### config.mk
export PLATFORM = sky130hd
export DESIGN_NAME = dcc_ctrl
export DESIGN_NICKNAME = d
export VERILOG_FILES = /design/src/hw/rtl/dcc_pkg.sv /design/src/hw/rtl/dcc_ctrl.sv
export SDC_FILE = /design/constraint.sdc
export NUM_CORES = 1
export LEC_CHECK = 0
export BUFFER_PORTS_ARGS = -buffer_cell sky130_fd_sc_hd__buf_4
export CORE_ASPECT_RATIO = 0.75
export CORE_MARGIN = 1
export CORE_UTILIZATION = 43
export CTS_CLUSTER_SIZE = 14
export DETAILED_ROUTE_END_ITERATION = 16
export PLACE_DENSITY = 0.71
export SLEW_MARGIN = 20
export SYNTH_ARGS = -nofsm -noshare
export SYNTH_HDL_FRONTEND = slang
export SYNTH_SLANG_ARGS = --single-unit
### constraint.sdc
create_clock -name i_clk -period 4.62 [get_ports i_clk]
set_input_delay 0.693 -clock i_clk [delete_from_list [all_inputs] [get_ports i_clk]]
set_output_delay 0.693 -clock i_clk [all_outputs]
set_load 0.1 [all_outputs]
### src/hw/rtl/dcc_pkg.sv
// dcc_pkg: shared types, sizes and codes of the distinct colour counter
// used by dcc_table, dcc_ctrl and distinct_color_counter; no dependencies
`default_nettype none

package dcc_pkg;

    localparam int TABLE_DEPTH = 1024;
    localparam int IDX_W       = $clog2(TABLE_DEPTH);
    localparam int USED_W      = IDX_W + 1;
    localparam int CH_W        = 8;
    localparam int KEY_W       = 3 * CH_W;
    localparam int CNT_W       = 19;
    localparam int ST_W        = 3;

    localparam longint IMAGE_SIDE      = 512;
    localparam longint SIDE_SQ         = IMAGE_SIDE * IMAGE_SIDE;
    localparam longint COUNT_FIELD_MAX = (longint'(1) << CNT_W) - 1;
    localparam logic [CNT_W-1:0] COUNT_MAX =
        CNT_W'((SIDE_SQ > COUNT_FIELD_MAX) ? COUNT_FIELD_MAX : SIDE_SQ);

    localparam logic [CH_W-1:0] DARK_RESET   = 8'd5;
    localparam logic [CH_W-1:0] BRIGHT_RESET = 8'd250;

    // configuration register indexes
    localparam logic CFG_DARK   = 1'b0;
    localparam logic CFG_BRIGHT = 1'b1;

    typedef enum logic [ST_W-1:0] {
        ST_SKIPPED  = 3'd0,
        ST_MATCHED  = 3'd1,
        ST_INSERTED = 3'd2,
        ST_DROPPED  = 3'd3,
        ST_READ     = 3'd4
    } t_status;

    typedef enum logic [1:0] {
        S_IDLE,
        S_SCAN,
        S_READ,
        S_FINISH
    } t_state;

    typedef struct packed {
        logic             we;
        logic             index;
        logic [CH_W-1:0]  data;
    } t_cfg_wr;

    typedef struct packed {
        logic              rd_en;
        logic [IDX_W-1:0]  rd_addr;
        logic              key_we;
        logic              cnt_we;
        logic [IDX_W-1:0]  wr_addr;
        logic [KEY_W-1:0]  wr_key;
        logic [CNT_W-1:0]  wr_cnt;
    } t_mem_req;

    typedef struct packed {
        logic [KEY_W-1:0]  key;
        logic [CNT_W-1:0]  cnt;
    } t_mem_rsp;

    typedef struct packed {
        t_status           status;
        logic [IDX_W-1:0]  hit_index;
        logic [USED_W-1:0] distinct_colors;
        logic [CH_W-1:0]   read_red;
        logic [CH_W-1:0]   read_green;
        logic [CH_W-1:0]   read_blue;
        logic [CNT_W-1:0]  read_count;
    } t_result;

endpackage

`default_nettype wire

### src/hw/rtl/dcc_ctrl.sv
// dcc_ctrl: sequencer for skip test, table scan, update and entry read
// holds limits, entry count and the pending result; depends on dcc_pkg
`default_nettype none

module dcc_ctrl (
    input  wire                          i_clk,
    input  wire                          i_rst_n,
    input  dcc_pkg::t_cfg_wr             i_cfg,
    input  wire                          i_in_accept,
    input  wire                          i_cmd,
    input  wire [dcc_pkg::CH_W-1:0]      i_red,
    input  wire [dcc_pkg::CH_W-1:0]      i_green,
    input  wire [dcc_pkg::CH_W-1:0]      i_blue,
    input  wire [dcc_pkg::IDX_W-1:0]     i_entry_index,
    input  wire                          i_out_free,
    input  dcc_pkg::t_mem_rsp            i_rsp,
    output dcc_pkg::t_mem_req            o_req,
    output logic                         o_idle,
    output logic                         o_res_valid,
    output dcc_pkg::t_result             o_res
);

    dcc_pkg::t_state            r_state, n_state;
    logic [dcc_pkg::CH_W-1:0]   r_dark, r_bright;
    logic [dcc_pkg::USED_W-1:0] r_used, n_used;
    logic [dcc_pkg::KEY_W-1:0]  r_key, n_key;
    logic [dcc_pkg::USED_W-1:0] r_scan_addr, n_scan_addr;
    logic                       r_cmp_valid, n_cmp_valid;
    logic [dcc_pkg::IDX_W-1:0]  r_cmp_addr, n_cmp_addr;
    dcc_pkg::t_result           r_res, n_res;

    logic dark, bright, scan_rd, match, last_cmp, full;

    always_ff @(posedge i_clk) begin
        if (!i_rst_n) begin
            r_state     <= dcc_pkg::S_IDLE;
            r_dark      <= dcc_pkg::DARK_RESET;
            r_bright    <= dcc_pkg::BRIGHT_RESET;
            r_used      <= '0;
            r_cmp_valid <= 1'b0;
        end else begin
            r_state     <= n_state;
            r_used      <= n_used;
            r_cmp_valid <= n_cmp_valid;
            if (i_cfg.we) begin
                unique case (i_cfg.index)
                    dcc_pkg::CFG_DARK:   r_dark   <= i_cfg.data;
                    dcc_pkg::CFG_BRIGHT: r_bright <= i_cfg.data;
                endcase
            end
        end
    end

    always_ff @(posedge i_clk) begin
        r_key       <= n_key;
        r_scan_addr <= n_scan_addr;
        r_cmp_addr  <= n_cmp_addr;
        r_res       <= n_res;
    end

    always_comb begin
        dark   = (i_red < r_dark) && (i_green < r_dark) && (i_blue < r_dark);
        bright = (i_red > r_bright) && (i_green > r_bright) && (i_blue > r_bright);
        full   = (r_used == dcc_pkg::USED_W'(dcc_pkg::TABLE_DEPTH));
        scan_rd  = (r_scan_addr < r_used);
        match    = r_cmp_valid && (i_rsp.key == r_key);
        last_cmp = r_cmp_valid
                   && ((dcc_pkg::USED_W'(r_cmp_addr) + dcc_pkg::USED_W'(1)) == r_used);

        n_state     = r_state;
        n_used      = r_used;
        n_key       = r_key;
        n_scan_addr = r_scan_addr;
        n_cmp_valid = 1'b0;
        n_cmp_addr  = r_cmp_addr;
        n_res       = r_res;
        o_idle      = 1'b0;
        o_res_valid = 1'b0;

        o_req         = '0;
        o_req.rd_addr = r_scan_addr[dcc_pkg::IDX_W-1:0];
        o_req.wr_addr = r_used[dcc_pkg::IDX_W-1:0];
        o_req.wr_key  = r_key;
        o_req.wr_cnt  = dcc_pkg::CNT_W'(1);

        unique case (r_state)
            dcc_pkg::S_IDLE: begin
                o_idle = 1'b1;
                if (i_in_accept) begin
                    n_key = {i_red, i_green, i_blue};
                    n_res = '0;
                    n_res.distinct_colors = r_used;
                    if (i_cmd) begin
                        n_res.status = dcc_pkg::ST_READ;
                        if (dcc_pkg::USED_W'(i_entry_index) < r_used) begin
                            o_req.rd_en   = 1'b1;
                            o_req.rd_addr = i_entry_index;
                            n_state       = dcc_pkg::S_READ;
                        end else begin
                            n_state = dcc_pkg::S_FINISH;
                        end
                    end else if (dark || bright) begin
                        n_res.status = dcc_pkg::ST_SKIPPED;
                        n_state      = dcc_pkg::S_FINISH;
                    end else if (r_used == '0) begin
                        // empty table: first colour goes straight to entry zero
                        o_req.key_we  = 1'b1;
                        o_req.cnt_we  = 1'b1;
                        o_req.wr_key  = {i_red, i_green, i_blue};
                        n_used        = dcc_pkg::USED_W'(1);
                        n_res.status  = dcc_pkg::ST_INSERTED;
                        n_res.distinct_colors = dcc_pkg::USED_W'(1);
                        n_state       = dcc_pkg::S_FINISH;
                    end else begin
                        n_scan_addr = '0;
                        n_state     = dcc_pkg::S_SCAN;
                    end
                end
            end
            dcc_pkg::S_SCAN: begin
                // issue one address a cycle, compare the word read last cycle
                o_req.rd_en = scan_rd;
                n_cmp_valid = scan_rd;
                n_cmp_addr  = r_scan_addr[dcc_pkg::IDX_W-1:0];
                if (scan_rd) begin
                    n_scan_addr = r_scan_addr + dcc_pkg::USED_W'(1);
                end
                if (match) begin
                    o_req.rd_en     = 1'b0;
                    n_cmp_valid     = 1'b0;
                    o_req.cnt_we    = 1'b1;
                    o_req.wr_addr   = r_cmp_addr;
                    o_req.wr_cnt    = (i_rsp.cnt < dcc_pkg::COUNT_MAX)
                                      ? i_rsp.cnt + dcc_pkg::CNT_W'(1) : i_rsp.cnt;
                    n_res.status    = dcc_pkg::ST_MATCHED;
                    n_res.hit_index = r_cmp_addr;
                    n_state         = dcc_pkg::S_FINISH;
                end else if (last_cmp) begin
                    o_req.rd_en = 1'b0;
                    n_cmp_valid = 1'b0;
                    n_state     = dcc_pkg::S_FINISH;
                    if (full) begin
                        n_res.status = dcc_pkg::ST_DROPPED;
                    end else begin
                        o_req.key_we    = 1'b1;
                        o_req.cnt_we    = 1'b1;
                        n_used          = r_used + dcc_pkg::USED_W'(1);
                        n_res.status    = dcc_pkg::ST_INSERTED;
                        n_res.hit_index = r_used[dcc_pkg::IDX_W-1:0];
                        n_res.distinct_colors = r_used + dcc_pkg::USED_W'(1);
                    end
                end
            end
            dcc_pkg::S_READ: begin
                n_res.read_red   = i_rsp.key[3*dcc_pkg::CH_W-1:2*dcc_pkg::CH_W];
                n_res.read_green = i_rsp.key[2*dcc_pkg::CH_W-1:dcc_pkg::CH_W];
                n_res.read_blue  = i_rsp.key[dcc_pkg::CH_W-1:0];
                n_res.read_count = i_rsp.cnt;
                n_state          = dcc_pkg::S_FINISH;
            end
            dcc_pkg::S_FINISH: begin
                o_res_valid = 1'b1;
                if (i_out_free) begin
                    n_state = dcc_pkg::S_IDLE;
                end
            end
        endcase
    end

    assign o_res = r_res;

endmodule

`default_nettype wire

==> metrics.txt, run 1 <==
post-DP HPWL 20520 µm; share of power burned in registers 28.7%; largest cells by area after synthesis edfxtp_1 (38%), ha_1 (10%), dfxtp_1 (6.7%); Placer Congestion 0.9150; max_slew headroom 46.77%; top cell type by total area after synthesis edfxtp_1; crit-path cells inv_1, ha_1, and3_1, o211ai_1, o21ai_0, o21bai_1, nor4_1, a31o_2, buf_4; CTS sink count 142; sequential area share after synthesis 44.37%; global-route usage over all layers 25.13%; port buffer count 226; worst path required time 3.93 ns; sw frac 52.35%; Hold WS 0.4527 ns; element type at the critical path end output pin; # rows 45; setup TNS 0 ns; # hold bufs at CTS 0; CTS tree yes; r2r setup slk 1.32 ns; Cell Area, Synth 8934 µm²; Final Max Tran Viols 0; H-tree levels 4; hold depth 2; Worst setup SP type flop; Cell Int Power 3.395 mW; worst-skew pair later-pin latency 0.43 ns; fin crit period 4.031 ns; slowest cell on the critical path nor4_1; post-synthesis cell type count 70; post-CTS setup buffers 0; Max stage delay on crit path 0.69 ns; FF-to-FF End o_res[55]; Crit Path Category flop to output pin; Achievable Freq 0.2481 GHz; CP max FO 3; CP Data Arrival Time 3.34 ns; DRC viols 0; Initial Util 44.07%; Max Root-Sink Buffers 2; routed wire length 26660 µm; syn nets 1009; Final Skew 0.01383 ns; FF-to-FF path depth 8; post_cts resized 0; ys flop type edfxtp_1; min-delay worst type flop to flop; met2 Resource Use GR 37.91%; DRT Pass-1 Iters 5; area of the die 21360 µm²; ANT nets after route 0; Max IR drop VDD 0.2904 mV; num ports 227; GR peak layer met2; cts bufs inserted 17; share of cells above drive strength 1 30.16%; Clock Power Share 18.5%; LEAKAGE 4.781 nW; Tcrit/Tclk final 87.26%; Synthesis Warnings 0; Area growth syn-to-layout 27.98%; initial antenna violation count 0; Reg2Reg Launch Point r_key[1]; CP Buf/Inv Count 2; largest net degree at the start of global routing 44; count of final hold-check violations 0; asr flop ratio synth 0%; status finished clean; CTS Root Cell clkbuf_16; combinational cell fraction of total power 52.8%; Finished Core Util 56.41%; Routed WL per cell 19.91 µm; clock-pin slew on the worst setup and hold paths 0.06 ns; Die W 168.4 µm; Core Area 20270 µm²; routing usage on met3 5.585%; Fill cells 1795; Hold Path Sink r_dark[5]; vias in the first global route 7078; min-delay src r_dark[5]; remaining global-route overflow 0; Ant. Diodes 0; sw power 3.730 mW; vias 7471; routed vias/inst 5.580; Syn Area/Cell 10.58 µm²; number of synthesized register bits 142; CP top delay family compound AO/OA/AOI/OAI gates; Post-synth EDFFs 112; unrepaired setup endpoints after global routing no; final setup fails 0; Yosys top cell area share 37.65%; Mapped Cells 844; Pwr Density 623.2 nW/µm²; met1 usage in global routing 35.56%; DR iter-0 viols 428; Die Y 126.8 µm; actual slew at the worst max-slew pin 0.7912 ns; first-pass GRT wire length 40680 µm; final net count 1233; max cap viols 0
==> power groups by stage <==
stage | registers [mW] | clock network (mW) | logic (mW)
floorplan | 3.43 | 0 | 1.53
CTS | 2.04 | 1.33 | 3.76
detailed placement | 2.06 | 0 | 3.76
global placement | 2.06 | 0 | 3.73
global route | 2.07 | 1.38 | 3.91
finish | 2.05 | 1.32 | 3.76
==> through the flow <==
step	cell area (µm²)	setup slack [ns]	instances	power, mW
floorplan	8934	0.08825	844	4.956
global placement	10870	0.6712	1307	5.789
detailed placement	10870	0.5984	1307	5.817
CTS	11430	0.5910	1339	7.130
global route	11430	0.3847	1339	7.360
finish	11430	0.5886	1339	7.125
==> cells in the mapped netlist, types with 2 or more instances <==
cell	n
a21oi_1	42
nand3_1	26
a211o_1	3
nand4_1	19
o211ai_1	15
dfxtp_1	30
o21a_1	3
nor4_2	2
inv_1	41
nand3b_1	2
o311ai_0	2
mux2i_1	6
edfxtp_1	112
mux2_2	16
nand2_1	92
a211oi_1	3
a21o_1	6
and4_1	5
and3_1	11
a31oi_1	3
a32oi_1	2
and2_1	47
a221oi_1	2
or3_1	7
ha_1	73
o221ai_1	4
nor2_1	54
nor4_1	12
o21ai_0	23
a22oi_1	2
nor3_1	6
xor2_1	33
buf_6	5
buf_4	4
mux2_4	28
xnor2_1	35
nand2b_1	10
o21bai_1	2
nor2b_1	5
nor3b_1	2
buf_2	4
clkbuf_1	17
==> logic make-up after synthesis <==
group / count (synthesis) / synth area share (%)
adder cells (fa/ha/maj): 73 / 10.22
AO/OA/AOI/OAI: 125 / 9.244
XOR/XNOR: 68 / 6.667
buffers and inverters: 74 / 3.767
flip-flops: 142 / 44.37
AND/OR/NAND/NOR: 312 / 18.33
multiplexers: 50 / 7.395
==> how the worst max path moves through the flow <==
stage                           start         to  slack (ns)  cells past startpoint
after global routing      r_bright[1]  o_req[54]        0.38                     10
final                       r_dark[7]  o_req[54]        0.59                      9
after CTS                 r_bright[1]  o_req[19]        0.59                     11
after floorplan            r_state[0]  o_req[65]        0.09                      7
after detailed placement    i_blue[1]  o_req[19]        0.60                     11
after global placement      i_blue[1]  o_req[54]        0.67                     10
==> routing by layer <==
layer  vias to the layer above  wire length, µm
met5                         -                0
met4                         0              597
met3                        40             2203
met2                       336            11610
met1                      3581            12250
li1                       3514                -
==> cells in the final DEF, fill, tap and decap left out, drive strengths merged, types with 3 or more instances in the layout <==
| cell type | n |
|---|---|
| a21oi | 42 |
| nand2 | 93 |
| a22oi | 3 |
| nand4 | 19 |
| edfxtp | 112 |
| xor2 | 33 |
| and4 | 5 |
| o21a | 3 |
| mux2i | 6 |
| buf | 237 |
| a211o | 3 |
| o221ai | 4 |
| and3 | 12 |
| nor4 | 14 |
| o21ai | 24 |
| inv | 43 |
| xnor2 | 35 |
| o211ai | 15 |
| dfxtp | 30 |
| a31oi | 3 |
| nand2b | 10 |
| or3 | 8 |
| mux2 | 44 |
| a211oi | 3 |
| nor3 | 7 |
| and2 | 48 |
| nor2b | 5 |
| nor2 | 54 |
| clkinv | 8 |
| ha | 73 |
| nand3 | 26 |
| clkbuf | 21 |
| a21o | 6 |
==> sequential cells by signal, indices dropped and copies added, names as in the netlist <==
register,flops
o_res,67
r_key,24
r_scan_addr,11
r_used,11
r_cmp_addr,10
r_bright,8
r_dark,8
r_state,2
r_cmp_valid,1
==> final cells by class <==
class	instances	area, µm²	area share (%)
Timing Repair Buffer	237	1779	15.56
Multi-Input combinational cell	628	4644	40.62
Sequential cell	142	3964	34.67
Inverter	42	157.7	1.379
Clock buffer	21	483.0	4.224
Clock inverter	11	82.58	0.7223
Tap cell	258	322.8	2.823
==> worst min-delay path, delay by kind of cell (launching register included) <==
kind,cells,cell delay [ns]
DFF,1,0.31
AOI/OAI and AO/OA,1,0.05
and+or+nand+nor,1,0.05
No activity file was read; power rests on OpenSTA's default activity.
==> run 2, diff against run 1 <==
--- a/config.mk
+++ b/config.mk
@@ -6,7 +6,6 @@
 export NUM_CORES = 1
 export LEC_CHECK = 0
 export BUFFER_PORTS_ARGS = -buffer_cell sky130_fd_sc_hd__buf_4
-export CORE_ASPECT_RATIO = 0.75
 export CORE_MARGIN = 1
 export CORE_UTILIZATION = 43
 export CTS_CLUSTER_SIZE = 14
==> run 2 against run 1 <==
Effect of this change: die area about the same; sequential power decreased by 2%; cell area increased by 0.15%; first-iteration DRC count increased by 24%; sequential cell count unchanged; critical path type unchanged; clock power about the same; hold slack improved by 0.0031 ns; utilization about the same; largest cell class unchanged; clock skew decreased by 0.0012 ns; cell count increased by 0.82%.
==> metrics.txt, run 2 (same netlist as run 1, synthesis figures left out) <==
DR iter-0 viols 529 (+24%); CP Data Arrival Time 3.39 ns (+0.05 ns); Die W 146.1 µm (-13%); actual slew at the worst max-slew pin 0.7555 ns (-0.03571 ns); Final Skew 0.01262 ns (-0.001205 ns); clock-pin slew on the worst setup and hold paths 0.06 ns (about the same); final setup fails 0 (unchanged); vias in the first global route 7126 (+0.68%); Achievable Freq 0.2450 GHz (-1.2%); FF-to-FF path depth 8 (unchanged); worst path required time 3.93 ns (about the same); Max Used Layer met4; vias 7297 (-2.3%); Max IR drop VDD 0.3069 mV (+5.7%); storage element area 3964 µm² (unchanged); Final Max Tran Viols 0 (unchanged); CP max FO 24 (+21); Reg2Reg Launch Point r_key[6]; largest net degree at the start of global routing 40 (-9.1%); max_slew headroom 49.44% (+2.7 points); count of final hold-check violations 0 (unchanged); CP top delay family buffers and inverters; # hold bufs at CTS 0 (unchanged); num ports 227 (unchanged); area of the multi-input gates 4644 µm² (unchanged); initial antenna violation count 0 (unchanged); post_cts resized 0 (unchanged); global-route usage over all layers 24.33% (-0.80 points); Die Y 146.1 µm (+15%); hold depth 2 (unchanged); # rows 52 (+16%); element type at the critical path end output pin; status finished clean; min-delay src r_dark[5]; Final Cell Area 11450 µm² (+0.15%); first-pass GRT wire length 39590 µm (-2.7%); Placer Congestion 0.9723 (+6.3%); Crit. Startpoint r_bright[1]; commonest non-fill, non-tap cell in the layout buf_4; final net count 1232 (-0.081%); share of cells above drive strength 1 30.28% (+0.12 points); Tcrit/Tclk final 88.35% (+1.1 points); Pwr Density 621.4 nW/µm² (-0.27%); Most common cell on crit path buf_4; commonest cells after routing, fill and taps aside buf_4 (236), edfxtp_1 (112), nand2_1 (92), ha_1 (73), nor2_1 (54); Initial Util 44.01% (-0.065 points); remaining global-route overflow 0 (unchanged); Routed WL per cell 19.15 µm (-3.8%); DRT Pass-1 Iters 5 (unchanged); H-tree levels 4 (unchanged); slowest cell on the critical path o32ai_1; M1 wire length 11080 µm (-9.6%); Max Root-Sink Buffers 2 (unchanged); setup TNS 0 ns (unchanged); Fill cells 1791 (-0.22%); unrepaired setup endpoints after global routing no; Max stage delay on crit path 0.48 ns (-0.21 ns); LEAKAGE 4.773 nW (-0.18%); post-DP HPWL 19990 µm (-2.6%); crit-path cells inv_1, ha_1, nor2b_1, o211ai_1, a21oi_1, o32ai_1, nor4b_4, nor3_4, buf_4, mux2_2, buf_4; routed wire length 25850 µm (-3.0%); port buffer count 226 (unchanged); CTS tree yes; Hold WS 0.4558 ns (+0.003092 ns); Worst path depth 11 (+2); Area growth syn-to-layout 28.18%; CTS Root Cell clkbuf_16; max cap viols 0 (unchanged); Ant. Diodes 0 (unchanged); Worst setup SP type flop; CTS sink count 142 (unchanged); post-CTS setup buffers 0 (unchanged); min-delay worst type flop to flop; fin crit period 4.082 ns (+0.05062 ns); wire length on met3 1797 µm (-18%); ANT nets after route 0 (unchanged); met2 WL 12140 µm (+4.6%); Crit Path Category flop to output pin; area of the die 21360 µm² (about the same); Placed Area 10880 µm² (about the same); CP Buf/Inv Count 3 (+1); max reg flops 67 (unchanged); worst-skew pair later-pin latency 0.44 ns (about the same); cts bufs inserted 17 (unchanged); DRC viols 0 (unchanged); routed vias/inst 5.405 (-3.1%); Core Area 20300 µm² (+0.15%)
## run 2: changes by cell type in the layout (fill, tap and decap cells not counted)
cell and change:
inv_8 +1, clkinv_4 -2, buf_4 -1, clkinvlp_4 +2, bufinv_16 +1, clkinv_2 -3, inv_6 +5, clkbuf_16 -2
clkbuf_1 -2
## run 2: final cells by class
cell class                      instances  area share, %
Sequential cell                       142          34.62
Clock inverter                         15          1.311
Timing Repair Buffer                  236          15.47
Multi-Input combinational cell        628          40.56
Inverter                               42          1.377
Tap cell                              270          2.950
Clock buffer                           17          3.715
## run 2: worst min-delay path, stage by stage (launching register included)
cell and delay, ns:
dfxtp_1 0.31, nand2_1 0.05, a21oi_1 0.05
## run 2: worst paths after layout
path               end  slack [ns]
min          r_dark[5]        0.46
max reg2reg  o_res[58]        1.47
min reg2reg  r_dark[5]        0.46
max          o_req[21]        0.54
## run 2: metal layers
metal | GRT usage [%] | vias up
li1 | - | 3514
met3 | 5.938 | 54
met1 | 30.65 | 3422
met5 | 0 | -
met2 | 39.69 | 307
met4 | 10.52 | 0
## run 2: per-stage QoR
stage,power (mW),cells,setup slack [ns],util [%]
floorplan,4.956,844,0.08825,-
global placement,5.756,1318,0.6623,53.57
detailed placement,5.784,1318,0.5531,53.57
CTS,7.140,1350,0.5155,56.41
global route,7.353,1350,0.3774,56.41
finish,7.116,1350,0.5380,56.41
## run 2: power by group
| part | leakage [nW] | total (mW) | switching, mW | internal, mW |
|---|---|---|---|---|
| Combinational | 3.17 | 3.75 | 2.92 | 0.825 |
| Sequential | 1.33 | 2.01 | 0.200 | 1.81 |
| Clock | 0.270 | 1.35 | 0.596 | 0.756 |
